$ cat src/design/mrrc_pkg.sv
`timescale 1ns / 1ps
// Shared types, codes and the CRC-16 byte update for the Modbus RTU
// response checker. No dependencies.
package mrrc_pkg;

  localparam int unsigned CountW = 9;

  localparam logic [15:0] CrcInit = 16'hFFFF;
  localparam logic [15:0] CrcPoly = 16'hA001;
  localparam logic [7:0]  ExceptionFlag = 8'h80;
  localparam logic [CountW-1:0] ExceptionLen = CountW'(5);
  localparam logic [CountW-1:0] EchoLen = CountW'(8);
  localparam logic [CountW-1:0] ReadOverhead = CountW'(5);
  localparam logic [6:0] FuncWriteSingle = 7'd6;
  localparam logic [6:0] FuncWriteMultiple = 7'd16;

  typedef enum logic [1:0] {
    OpArm        = 2'd0,
    OpByte       = 2'd1,
    OpTimeout    = 2'd2,
    OpDisconnect = 2'd3
  } op_e;

  typedef enum logic [2:0] {
    StatusOk           = 3'd0,
    StatusTimeout      = 3'd1,
    StatusMalformed    = 3'd2,
    StatusCrc          = 3'd3,
    StatusException    = 3'd4,
    StatusEchoMismatch = 3'd5,
    StatusCountMismatch = 3'd6,
    StatusDisconnected = 3'd7
  } status_e;

  typedef enum logic [1:0] {
    CfgStationAddr    = 2'd0,
    CfgFunctionCode   = 2'd1,
    CfgExpectedFirst  = 2'd2,
    CfgExpectedSecond = 2'd3
  } cfg_index_e;

  typedef struct packed {
    logic [7:0]  station_addr;
    logic [6:0]  function_code;
    logic [15:0] expected_first;
    logic [15:0] expected_second;
  } cfg_t;

  typedef struct packed {
    logic [1:0] operation;
    logic [7:0] data_byte;
  } item_t;

  typedef struct packed {
    logic        valid;
    logic [15:0] register_word;
    logic        is_final;
    logic [2:0]  status;
    logic [7:0]  exception_code;
  } result_t;

  function automatic logic [15:0] crc_byte(input logic [15:0] crc_in, input logic [7:0] b);
    logic [15:0] crc;
    crc = crc_in ^ {8'h00, b};
    for (int k = 0; k < 8; k++) begin
      crc = crc[0] ? ((crc >> 1) ^ CrcPoly) : (crc >> 1);
    end
    return crc;
  endfunction

  function automatic result_t make_final(input status_e st, input logic [7:0] code);
    result_t r;
    r.valid = 1'b1;
    r.register_word = 16'h0000;
    r.is_final = 1'b1;
    r.status = st;
    r.exception_code = code;
    return r;
  endfunction

endpackage

$ cat src/design/modbus_rtu_response_checker_top.sv
`timescale 1ns / 1ps
// Modbus RTU response checker: input register, frame core and result register.
// Depends on mrrc_pkg and mrrc_core.
//
// The checker takes one event item per clock (arm, received byte, wait expired
// or disconnect) and returns at most one result item for it: a big-endian read
// register word, or the closing status of the response. An accepted item is
// held in the input register, processed combinationally by the frame core
// (address and function hunt, length tracking, one CRC-16 byte update and the
// final checks) and captured in the result register once the output is free.
// The sustained rate is one item per cycle; the input stalls only while a
// result waits on a stalled output. The user must write the configuration
// registers only while no response is in flight; the block does not enforce it.
module modbus_rtu_response_checker_top #(
  parameter int unsigned MAX_FRAME = 256
) (
  input  logic        clk_i,
  input  logic        rst_ni,
  input  logic        cfg_we_i,
  input  logic [1:0]  cfg_index_i,
  input  logic [15:0] cfg_data_i,
  input  logic        in_valid_i,
  output logic        in_stall_o,
  input  logic [1:0]  operation_i,
  input  logic [7:0]  data_byte_i,
  output logic        out_valid_o,
  input  logic        out_stall_i,
  output logic [15:0] register_word_o,
  output logic        is_final_o,
  output logic [2:0]  status_o,
  output logic [7:0]  exception_code_o
);

  mrrc_pkg::cfg_t    cfg_q;
  mrrc_pkg::item_t   item_q;
  logic              in_valid_q;
  mrrc_pkg::result_t res;
  logic              out_valid_q;
  logic [15:0]       word_q;
  logic              final_q;
  logic [2:0]        status_q;
  logic [7:0]        code_q;
  logic              out_free;
  logic              step;

  assign out_free = !out_valid_q || !out_stall_i;
  assign step = in_valid_q && out_free;
  assign in_stall_o = in_valid_q && !out_free;

  always_ff @(posedge clk_i or negedge rst_ni) begin
    if (!rst_ni) begin
      cfg_q.station_addr <= 8'd1;
      cfg_q.function_code <= 7'd3;
      cfg_q.expected_first <= 16'd0;
      cfg_q.expected_second <= 16'd1;
    end else if (cfg_we_i) begin
      case (mrrc_pkg::cfg_index_e'(cfg_index_i))
        mrrc_pkg::CfgStationAddr:    cfg_q.station_addr <= cfg_data_i[7:0];
        mrrc_pkg::CfgFunctionCode:   cfg_q.function_code <= cfg_data_i[6:0];
        mrrc_pkg::CfgExpectedFirst:  cfg_q.expected_first <= cfg_data_i;
        mrrc_pkg::CfgExpectedSecond: cfg_q.expected_second <= cfg_data_i;
        default: begin
          cfg_q <= cfg_q;
        end
      endcase
    end
  end

  always_ff @(posedge clk_i or negedge rst_ni) begin
    if (!rst_ni) begin
      in_valid_q <= 1'b0;
    end else if (!in_stall_o) begin
      in_valid_q <= in_valid_i;
    end
  end

  always_ff @(posedge clk_i) begin
    if (!in_stall_o && in_valid_i) begin
      item_q.operation <= operation_i;
      item_q.data_byte <= data_byte_i;
    end
  end

  mrrc_core #(
    .MAX_FRAME(MAX_FRAME)
  ) u_core (
    .clk_i (clk_i),
    .rst_ni(rst_ni),
    .step_i(step),
    .item_i(item_q),
    .cfg_i (cfg_q),
    .res_o (res)
  );

  always_ff @(posedge clk_i or negedge rst_ni) begin
    if (!rst_ni) begin
      out_valid_q <= 1'b0;
    end else if (out_free) begin
      out_valid_q <= step && res.valid;
    end
  end

  always_ff @(posedge clk_i) begin
    if (out_free && step && res.valid) begin
      word_q <= res.register_word;
      final_q <= res.is_final;
      status_q <= res.status;
      code_q <= res.exception_code;
    end
  end

  assign out_valid_o = out_valid_q;
  assign register_word_o = word_q;
  assign is_final_o = final_q;
  assign status_o = status_q;
  assign exception_code_o = code_q;

endmodule

$ cat src/design/mrrc_core.sv
`timescale 1ns / 1ps
// Frame state and combinational byte processing of the response checker.
// Depends on mrrc_pkg.
module mrrc_core #(
  parameter int unsigned MAX_FRAME = 256
) (
  input  logic             clk_i,
  input  logic             rst_ni,
  input  logic             step_i,
  input  mrrc_pkg::item_t  item_i,
  input  mrrc_pkg::cfg_t   cfg_i,
  output mrrc_pkg::result_t res_o
);

  localparam int unsigned CountW = mrrc_pkg::CountW;
  localparam logic [CountW-1:0] MaxFrameC = CountW'(MAX_FRAME);

  logic [CountW-1:0] count_q, count_d;
  logic [CountW-1:0] flen_q, flen_d;
  logic [15:0]       crc_q, crc_d;
  logic [15:0]       tail_q, tail_d;
  logic              exc_q, exc_d;
  logic [7:0]        pay_q, pay_d;
  logic [7:0]        held_q, held_d;
  logic [31:0]       echo_q, echo_d;
  logic              fin_q, fin_d;

  logic [7:0]  b;
  logic        is_write;
  logic        fc_match;
  logic        addr_match;
  logic [15:0] crc_base;
  logic [15:0] crc_new;
  logic        overlong;

  assign b = item_i.data_byte;
  assign is_write = (cfg_i.function_code == mrrc_pkg::FuncWriteSingle) ||
                    (cfg_i.function_code == mrrc_pkg::FuncWriteMultiple);
  assign fc_match = (b == {1'b0, cfg_i.function_code}) ||
                    (b == ({1'b0, cfg_i.function_code} | mrrc_pkg::ExceptionFlag));
  assign addr_match = (b == cfg_i.station_addr);
  assign crc_base = ((count_q == '0) || ((count_q == CountW'(1)) && !fc_match)) ?
                    mrrc_pkg::CrcInit : crc_q;
  assign crc_new = mrrc_pkg::crc_byte(crc_base, b);

  always_comb begin
    count_d = count_q;
    flen_d = flen_q;
    crc_d = crc_q;
    tail_d = tail_q;
    exc_d = exc_q;
    pay_d = pay_q;
    held_d = held_q;
    echo_d = echo_q;
    fin_d = fin_q;
    overlong = 1'b0;
    res_o = '0;
    if (step_i) begin
      case (mrrc_pkg::op_e'(item_i.operation))
        mrrc_pkg::OpArm: begin
          count_d = '0;
          flen_d = '0;
          crc_d = mrrc_pkg::CrcInit;
          tail_d = '0;
          exc_d = 1'b0;
          pay_d = '0;
          held_d = '0;
          echo_d = '0;
          fin_d = 1'b0;
        end
        mrrc_pkg::OpByte: begin
          if (!fin_q) begin
            if (count_q == '0) begin
              if (addr_match) begin
                crc_d = crc_new;
                count_d = CountW'(1);
              end
            end else if (count_q == CountW'(1)) begin
              if (fc_match) begin
                exc_d = b[7];
                crc_d = crc_new;
                count_d = CountW'(2);
                if (is_write) begin
                  flen_d = b[7] ? mrrc_pkg::ExceptionLen : mrrc_pkg::EchoLen;
                end
              end else if (addr_match) begin
                crc_d = crc_new;
                count_d = CountW'(1);
              end else begin
                crc_d = mrrc_pkg::CrcInit;
                count_d = '0;
              end
            end else begin
              if ((flen_q != '0) && ((count_q + CountW'(2)) >= flen_q)) begin
                tail_d = {b, tail_q[15:8]};
              end else begin
                crc_d = crc_new;
              end
              count_d = count_q + CountW'(1);
              if (count_q == CountW'(2)) begin
                pay_d = b;
                if (!is_write) begin
                  flen_d = exc_q ? mrrc_pkg::ExceptionLen :
                           (CountW'(b) + mrrc_pkg::ReadOverhead);
                  overlong = (flen_d > MaxFrameC);
                end
              end
              if (is_write && !exc_q && (count_q >= CountW'(2)) && (count_q <= CountW'(5))) begin
                echo_d = {echo_q[23:0], b};
              end
              if (overlong) begin
                res_o = mrrc_pkg::make_final(mrrc_pkg::StatusMalformed, 8'h00);
                fin_d = 1'b1;
              end else if (!is_write && !exc_q && (count_q >= CountW'(3)) &&
                           (count_q < (CountW'(pay_d) + CountW'(3)))) begin
                if (count_q[0]) begin
                  held_d = b;
                end else begin
                  res_o.valid = 1'b1;
                  res_o.register_word = {held_q, b};
                end
              end else if ((flen_d != '0) && (count_d == flen_d)) begin
                fin_d = 1'b1;
                if (tail_d != crc_d) begin
                  res_o = mrrc_pkg::make_final(mrrc_pkg::StatusCrc, 8'h00);
                end else if (exc_q) begin
                  res_o = mrrc_pkg::make_final(mrrc_pkg::StatusException, pay_d);
                end else if (is_write) begin
                  if ((echo_d[31:16] != cfg_i.expected_first) ||
                      (echo_d[15:0] != cfg_i.expected_second)) begin
                    res_o = mrrc_pkg::make_final(mrrc_pkg::StatusEchoMismatch, 8'h00);
                  end else begin
                    res_o = mrrc_pkg::make_final(mrrc_pkg::StatusOk, 8'h00);
                  end
                end else if (pay_d[0] || ({9'h000, pay_d[7:1]} != cfg_i.expected_second)) begin
                  res_o = mrrc_pkg::make_final(mrrc_pkg::StatusCountMismatch, 8'h00);
                end else begin
                  res_o = mrrc_pkg::make_final(mrrc_pkg::StatusOk, 8'h00);
                end
              end
            end
          end
        end
        mrrc_pkg::OpTimeout: begin
          if (!fin_q) begin
            res_o = mrrc_pkg::make_final((count_q == '0) ? mrrc_pkg::StatusTimeout :
                                         mrrc_pkg::StatusMalformed, 8'h00);
            fin_d = 1'b1;
          end
        end
        mrrc_pkg::OpDisconnect: begin
          if (!fin_q) begin
            res_o = mrrc_pkg::make_final(mrrc_pkg::StatusDisconnected, 8'h00);
            fin_d = 1'b1;
          end
        end
        default: begin
          fin_d = fin_q;
        end
      endcase
    end
  end

  always_ff @(posedge clk_i or negedge rst_ni) begin
    if (!rst_ni) begin
      count_q <= '0;
      flen_q <= '0;
      crc_q <= mrrc_pkg::CrcInit;
      tail_q <= '0;
      exc_q <= 1'b0;
      pay_q <= '0;
      held_q <= '0;
      echo_q <= '0;
      fin_q <= 1'b1;
    end else begin
      count_q <= count_d;
      flen_q <= flen_d;
      crc_q <= crc_d;
      tail_q <= tail_d;
      exc_q <= exc_d;
      pay_q <= pay_d;
      held_q <= held_d;
      echo_q <= echo_d;
      fin_q <= fin_d;
    end
  end

`ifndef SYNTHESIS
  a_count_within_length: assert property (@(posedge clk_i) disable iff (!rst_ni)
    (flen_q != '0) |-> (count_q <= flen_q))
    else $error("Received count runs past the frame length.");

  a_length_unknown_early: assert property (@(posedge clk_i) disable iff (!rst_ni)
    (count_q < CountW'(2)) |-> (flen_q == '0))
    else $error("Frame length known before the function code.");

  a_final_closes: assert property (@(posedge clk_i) disable iff (!rst_ni)
    (step_i && res_o.valid && res_o.is_final) |=> fin_q)
    else $error("Closing status did not end the response.");

  a_idle_stays: assert property (@(posedge clk_i) disable iff (!rst_ni)
    (step_i && fin_q && (item_i.operation != mrrc_pkg::OpArm)) |=> fin_q)
    else $error("Idle checker left idle without an arm.");

  a_word_clean: assert property (@(posedge clk_i) disable iff (!rst_ni)
    (res_o.valid && !res_o.is_final) |->
      ((res_o.status == mrrc_pkg::StatusOk) && (res_o.exception_code == 8'h00)))
    else $error("Word item carries a status.");
`endif

endmodule

$ cat config.mk
export PLATFORM = sky130hd
export DESIGN_NAME = modbus_rtu_response_checker_top
export DESIGN_NICKNAME = d
export VERILOG_FILES = /design/src/design/mrrc_pkg.sv /design/src/design/modbus_rtu_response_checker_top.sv /design/src/design/mrrc_core.sv
export SDC_FILE = /design/constraint.sdc
export NUM_CORES = 1
export LEC_CHECK = 0
export BUFFER_PORTS_ARGS = -buffer_cell sky130_fd_sc_hd__clkbuf_2
export CAP_MARGIN = 20
export CELL_PAD_IN_SITES_DETAIL_PLACEMENT = 1
export CELL_PAD_IN_SITES_GLOBAL_PLACEMENT = 1
export CORE_ASPECT_RATIO = 0.9
export CORE_UTILIZATION = 51
export CTS_BUF_LIST = sky130_fd_sc_hd__clkbuf_4
export CTS_CLUSTER_DIAMETER = 120
export CTS_CLUSTER_SIZE = 14
export DETAILED_ROUTE_END_ITERATION = 7
export GPL_TIMING_DRIVEN = 0
export HOLD_SLACK_MARGIN = 0.1
export PLACE_DENSITY = 0.91
export SLEW_MARGIN = 40
export SYNTH_ARGS = -nofsm -noshare
export SYNTH_HDL_FRONTEND = slang
export SYNTH_SLANG_ARGS = --single-unit
$ cat constraint.sdc
create_clock -name clk_i -period 6.4 [get_ports clk_i]
set_clock_uncertainty 0.05 [all_clocks]
set_input_delay 0.64 -clock clk_i [delete_from_list [all_inputs] [get_ports clk_i]]
set_output_delay 0.64 -clock clk_i [all_outputs]
set_load 0.05 [all_outputs]
# Word-level counts from Yosys, hierarchy flattened
# Index checks and enable logic that the tools add are counted.
[op_classes] bitwise_logic=9 n_eq_ne=29 n_addsub=4 mux=118 magnitude_cmp=6 reduce_logical=44
[op_table] cell="16-bit two-way mux" n=30
[op_table] cell="29-bit two-way mux" n=10
[op_table] cell="32-bit two-way mux" n=9
[op_table] cell="9-bit two-way mux" n=18
[op_table] cell="8-bit two-way mux" n=15
[op_table] cell="29-bit case mux with 3 select lines" n=1
[op_table] cell="16-bit case mux with 2 select lines" n=2
[op_table] cell="32-bit case mux with 2 select lines" n=1
[op_table] cell="16-bit != test" n=3
[op_table] cell="9-bit case mux with 2 select lines" n=2
[op_table] cell="17-bit two-way mux" n=2
[op_table] cell="11-bit two-way mux" n=3
[op_table] cell="8-bit case mux with 2 select lines" n=2
[op_table] cell="2-bit inverter with 3-bit output" n=8
[op_table] cell="9-bit by 2-bit greater-or-equal comparator with 1-bit output, second input constant" n=2
[op_table] cell="1-bit two-way mux" n=18
[op_table] cell="9-bit nonzero test" n=2
[op_table] cell="8-bit equality test" n=2
[op_table] cell="7-bit by 16-bit != test with 1-bit output" n=1
[op_table] cell="16-bit by 8-bit bitwise XOR with 16-bit output" n=1
[op_table] cell="1-bit logical AND" n=15
[op_table] cell="12-bit two-way mux" n=1
[op_table] cell="6-bit AND reduction" n=2
[op_table] cell="8-bit by 2-bit adder with 9-bit output, second input constant" n=1
[op_table] cell="32 further kinds" n=59
[word_totals] input_bits=33 output_inout_bits=30 register_bits=187 elab_cells=231

# Logic depth before layout (Yosys ltp)
[logic_depth] ltp_word=40 depth_mapped=21 depth_no_buf=20

# Modules after synthesis
# A second synthesis with hierarchy kept.
[unflattened] hier_cells=1121 area_unflattened_um2=11409.7
[by_module_without_submodules] module="mrrc_core" cells_per_inst=972 area_each_um2=8400.6 seq_area_each_um2=2523.7 n_inst=1
[by_module_without_submodules] module="modbus_rtu_response_checker_top" cells_per_inst=149 area_each_um2=3009.1 seq_area_each_um2=2372.3 n_inst=1

# Worst setup path before layout
# OpenSTA, ideal clock, no wires.
[synth_path] path_type="reg2reg" from="register u_core.count_q[2]" to="register code_q[0], in the netlist exception_code_o[0], enable pin" setup_ns=0.413 required_time_ns=5.937 n_path_buf=2 synth_period_minus_slack_ns=5.498 arrival_time_ns=5.035 setup_slack_ns=0.902 stages_incl_launch_ff=18 path_cell_list="dfrtp_1 -> buf_6 -> nor4_4 -> and3_1 -> clkbuf_1 -> a31oi_1 -> or3_1 -> nor2_1 -> nand2_1 -> xnor2_1 -> ha_1 -> nand3_1 -> a2111oi_0 -> nor2_1 -> nor4_1 -> nor4b_1 -> nor4_1 -> nor2_1"
[synth_between] elab_chain_len=32 word_cells_on_any_way=76 classes_between="3 x add/sub; 3 x order compare; 4 x eq/ne; 48 x mux; 9 x bitwise; 9 x reduce/logical"
[synth_rtl] element="start, declared" line="mrrc_core.sv:18" source="logic [CountW-1:0] count_q, count_d;"
[synth_rtl] element="start signal, assigned" line="mrrc_core.sv:176" source="count_q <= count_d;"
[synth_rtl] element="9-bit by 1-bit equality test with 1-bit output" line="mrrc_core.sv:42, mrrc_core.sv:78"
[synth_rtl] element="1-bit logical AND" line="mrrc_core.sv:42" source="assign crc_base = ((count_q == '0) || ((count_q == CountW'(1)) && !fc_match)) ?"
[synth_rtl] element="1-bit logical OR" line="mrrc_core.sv:42"
[synth_rtl] element="16-bit two-way mux" line="mrrc_core.sv:42"
[synth_rtl] element="16-bit by 8-bit bitwise XOR with 16-bit output" line="mrrc_pkg.sv:64" source="crc = crc_in ^ {8'h00, b};"
[synth_rtl] element="16-bit two-way mux or 2-bit inverter with 3-bit output (tied branches) (3 in series)"
[synth_rtl] element="2-bit inverter with 3-bit output (no line) or 16-bit two-way mux (tied branches)"
[synth_rtl] element="16-bit two-way mux or 2-bit inverter with 3-bit output (tied branches) (3 in series)"
[synth_rtl] element="(+12 left out)"
[synth_rtl] element="17-bit two-way mux" line="mrrc_core.sv:114" source="end else if (!is_write && !exc_q && (count_q >= CountW'(3)) &&"
[synth_rtl] element="29-bit two-way mux" line="mrrc_core.sv:111" source="if (overlong) begin"
[synth_rtl] element="29-bit two-way mux" line="mrrc_core.sv:78" source="end else if (count_q == CountW'(1)) begin"
[synth_rtl] element="29-bit two-way mux *" line="mrrc_core.sv:73" source="if (count_q == '0) begin"
[synth_rtl] element="29-bit two-way mux *" line="mrrc_core.sv:72" source="if (!fin_q) begin"
[synth_rtl] element="29-bit case mux with 3 select lines *" line="mrrc_core.sv:59" source="case (mrrc_pkg::op_e'(item_i.operation))"
[synth_rtl] element="29-bit two-way mux *" line="mrrc_core.sv:58" source="if (step_i) begin"
[synth_rtl] element="1-bit logical AND *" line="modbus_rtu_response_checker_top.sv:104" source="if (out_free && step && res.valid) begin"
[synth_rtl] element="end signal, assigned" line="modbus_rtu_response_checker_top.sv:108" source="code_q <= res.exception_code;"
[synth_rtl] element="end, declared" line="modbus_rtu_response_checker_top.sv:42" source="logic [7:0] code_q;"
# Mark *: on every way between the ends. The rest lies on a longest branch, timed or not. The select of a mux whose other input is x is not followed.
# A chain may end at the register's enable or synchronous reset.

# Worst setup path after layout
[layout_path] from="register u_core.count_q[2]" to="register code_q[3], in the netlist exception_code_o[3] (data pin)"
[layout_between] elab_chain_len=30 word_cells_on_any_way=75 classes_between="3 x add/sub; 3 x order compare; 4 x eq/ne; 48 x mux; 9 x bitwise; 8 x reduce/logical"
[layout_rtl] element="9-bit by 1-bit equality test with 1-bit output" line="mrrc_core.sv:42, mrrc_core.sv:78"
[layout_rtl] element="1-bit logical AND" line="mrrc_core.sv:42"
[layout_rtl] element="1-bit logical OR" line="mrrc_core.sv:42"
[layout_rtl] element="16-bit two-way mux" line="mrrc_core.sv:42"
[layout_rtl] element="16-bit by 8-bit bitwise XOR with 16-bit output" line="mrrc_pkg.sv:64"
[layout_rtl] element="16-bit two-way mux or 2-bit inverter with 3-bit output (tied branches) (3 in series)"
[layout_rtl] element="2-bit inverter with 3-bit output (no line) or 16-bit two-way mux (tied branches)"
[layout_rtl] element="16-bit two-way mux or 2-bit inverter with 3-bit output (tied branches) (3 in series)"
[layout_rtl] element="(+10 left out)"
[layout_rtl] element="29-bit two-way mux" line="mrrc_core.sv:124" source="if (tail_d != crc_d) begin"
[layout_rtl] element="29-bit two-way mux" line="mrrc_core.sv:122" source="end else if ((flen_d != '0) && (count_d == flen_d)) begin"
[layout_rtl] element="12-bit two-way mux" line="mrrc_core.sv:114"
[layout_rtl] element="29-bit two-way mux" line="mrrc_core.sv:111"
[layout_rtl] element="29-bit two-way mux" line="mrrc_core.sv:78"
[layout_rtl] element="29-bit two-way mux *" line="mrrc_core.sv:73"
[layout_rtl] element="29-bit two-way mux *" line="mrrc_core.sv:72"
[layout_rtl] element="29-bit case mux with 3 select lines *" line="mrrc_core.sv:59"
# Marks and branches as above.

==> results.txt <==
die height: 142.3 um
Total Routing Usage GR: 34.90%
fillers: 2399
final slew viol count: 0
Tcrit/Tclk final: 95.45%
area of the mapped netlist: 0.01115 sq mm
multi-input combinational cell area: 0.005838 sq mm
CORE AREA: 0.02115 sq mm
CTS Buf Count: 17
ys flop type: dfrtp_1
Routed WL per cell: 25.66 um
count of cell types in the netlist: 72
clk buf depth: 2
crit start category: register
sw power: 0.001467 W
Logic pwr share: 35.3%
clock sink count: 187
GPL Wtd Cong: 1.000
worst path buffer plus inverter count: 2
drt initial violations: 1041
Root Buffer: clkbuf_4
TritonCTS clock tree: yes
synthesized flop and latch total: 187
crit path from: u_core.count_q[2]
Area Growth Syn to Fin: 11.35%
die area: 0.02247 sq mm
Worst IR Drop VDD: 0.0001413 V
vias per inst: 6.694
Net Sw Frac: 41.63%
Cell Pwr Density: 283.8 mW/mm^2
sequential power share: 43.3%
layout cells sized above 1: 15.87%
final wirelength: 38050 um
FF/Latch Area: 0.004896 sq mm
CP required: 6750 ps
H-tree depth: 4
cell internal pwr: 0.002058 W
Reg clk slew, reported paths: 190 ps
CP max stage delay: 610 ps
Final HPWL DP: 27630 um
FP Rows: 50
fmax: 163.7 MHz
Hold Violations, Final: 0
Hold WS: 128.0 ps
vias after detailed routing: 9927
worst min path class: primary input to register
beginning of the worst hold path: data_byte_i[1]
drt drc: 0
Async SR Flop Fraction: 79.68%
Leak: 5.085 nW
first-pass GRT wire length: 58240 um
most used cell, CP: nand2_1
vias in the first global route: 10107
Post-Syn Nets: 1150
I/O pins: 63
measured slew at the worst slew-check pin: 909.2 ps
Critical Path Sink Type: register
type of the worst setup path: register to register
RSZ-0062 raised after global routing: no
1st-pass router iterations: 5
ANT cells: 0
number of synthesized flops with an enable pin: 38
Placed Instance Area: 0.01194 sq mm
antenna viol nets, final: 0
Setup TNS: 0 ps
synth warn: 0
initial core utilization: 52.75%
crit path DAT: 6460 ps
Syn Inst Count: 1090
sequence of cells on the critical path: buf_6, nor4_4, and3_1, clkbuf_1, nor2_1, a21oi_1, nand2_1, nand2_1, xor2_1, nand2_1, o21ai_0, ha_1, nand3_1, a2111oi_0, nor2_1, nor4_1, nor4b_2, nand3_1, nor4_2
Slew headroom: 39.39%
post-CTS setup buffers: 0
start of the worst register-to-register path: u_core.count_q[2]
Worst-Skew Late Latency: 640 ps
Max-Cap Viols: 0
CP delay by family, top: simple AND/OR/NAND/NOR gates
post-route cell area: 0.01242 sq mm
chip width: 157.9 um
sequential-to-total area share from yosys stat: 43.90%
final period demand of the worst path: 6109 ps
Slowest-stage cell, CP: nor4_4
reg2reg setup slack: 290 ps
clock share of power: 21.5%
Setup-failing EPs final: 0
port bufs: 62
critical-path maximum fanout: 10
grt ovf: 0
syn avg cell area: 10.23 sq um
fin nets: 1244
initial antenna violation count: 0
pin count of the biggest net entering global routing: 70
status: complete, no violations
[final cells by class]
| cell class | count | share of cell area (%) |
|---|---|---|
| buffer | 72 | 2.388 |
| clock buffer | 17 | 1.028 |
| clock inverter | 15 | 1.753 |
| inverter | 49 | 1.481 |
| multi-input combinational | 782 | 47.01 |
| sequential | 187 | 39.42 |
| tap | 286 | 2.881 |
| timing repair buffer | 75 | 4.040 |
[power by group through the flow]
stage	clock network (W)	logic, W	registers [W]
after floorplan	0	0.000794	0.00153
after global placement	0	0.00110	0.00153
after detailed placement	0	0.00117	0.00154
after CTS	0.000757	0.00119	0.00152
after global routing	0.000796	0.00131	0.00154
final	0.000756	0.00124	0.00153
[logic make-up after synthesis]
logic type	after synthesis	synth area share (%)
compound gates	248	15.86
xor+xnor	147	12.21
fa+ha+maj	27	3.029
buf+inv	121	4.297
flops	187	43.90
mux	80	7.752
simple gates	280	12.96
[registers in the layout, indices dropped and copies added (netlist names)]
| register | count |
|---|---|
| u_core.count_q | 9 |
| u_core.flen_q | 9 |
| out_valid_o | 1 |
| status_o | 3 |
| item_q | 10 |
| u_core.exc_q | 1 |
| u_core.fin_q | 1 |
| exception_code_o | 8 |
| in_valid_q | 1 |
| is_final_o | 1 |
| u_core.tail_q | 16 |
| u_core.held_q | 8 |
| u_core.pay_q | 8 |
| u_core.crc_q | 16 |
| register_word_o | 16 |
| u_core.echo_q | 32 |
| cfg_q | 47 |
[per-stage QoR]
step	util (%)	std cells	worst slack, ps	power, W
floorplan	-	1090	901.8	0.002322
global placement	55.91	1438	-555.4	0.002634
detailed placement	56.45	1441	201.8	0.002718
CTS	58.27	1477	115.1	0.003468
global route	58.73	1483	19.52	0.003650
finish	58.73	1483	290.9	0.003525
[worst register-to-register path, stage by stage, from the launching register on]
cell,delay [ps]
dfrtp_1,480
buf_6,170
nor4_4,620
and3_1,270
clkbuf_1,380
nor2_1,80
a21oi_1,440
nand2_1,240
nand2_1,140
xor2_1,70
nand2_1,70
o21ai_0,150
ha_1,340
nand3_1,90
a2111oi_0,430
nor2_1,170
nor4_1,320
nor4b_2,460
nand3_1,450
nor4_2,450
[final timing paths]
path | end | depth (start not counted)
max | exception_code_o[3] | 19
min in group asynchronous | u_core.held_q[1] | 2
max reg2reg | exception_code_o[3] | 19
max in group asynchronous | u_core.crc_q[14] | 3
min | item_q[1] | 1
min reg2reg | u_core.echo_q[26] | 1
[synthesized netlist by cell type, drive strengths merged (38+ instances only)]
cell      n  area share [%]
clkbuf   55             1.9
xor2     56             4.4
nand2    67             2.3
dfrtp   128              29
xnor2    86             6.8
edfxtp   38              10
o21ai    46             2.1
mux2     51             5.1
inv      49             1.6
nor2     48             1.6
a21oi    42             1.9
a22o     59             4.6
[placed cells by master (no fill, tap or decap), types with 23 or more instances in the layout]
cell	count
nor2_1	47
dfrtp_1	128
mux2i_1	28
nor3_1	28
o21ai_0	41
clkbuf_2	61
xor2_1	56
clkbuf_1	55
a22o_1	59
edfxtp_1	38
nor4_1	23
nand3_1	34
xnor2_1	86
nand4_1	23
ha_1	27
a21oi_1	41
nand2_1	67
inv_1	49
mux2_2	51
[layer usage]
layer  up-vias  part of all wire (%)  routed length [um]  global-route usage, %
met5         -                     0                   0                      0
met4         0                   3.5                1349                  15.18
met3       114                   8.6                3270                  6.425
met2       582                    46               17640                  54.32
met1      5051                    41               15790                  47.52
li1       4180                     -                   -                      -
[repair_timing]
item / CTS / global route
setup endpoints to repair: 0 / 43
resized for setup: 0 / 5
hold buffers: 4 / 6
hold endpoints to repair: 126 / 6
Note: power is estimated with default switching activity, not from simulation.
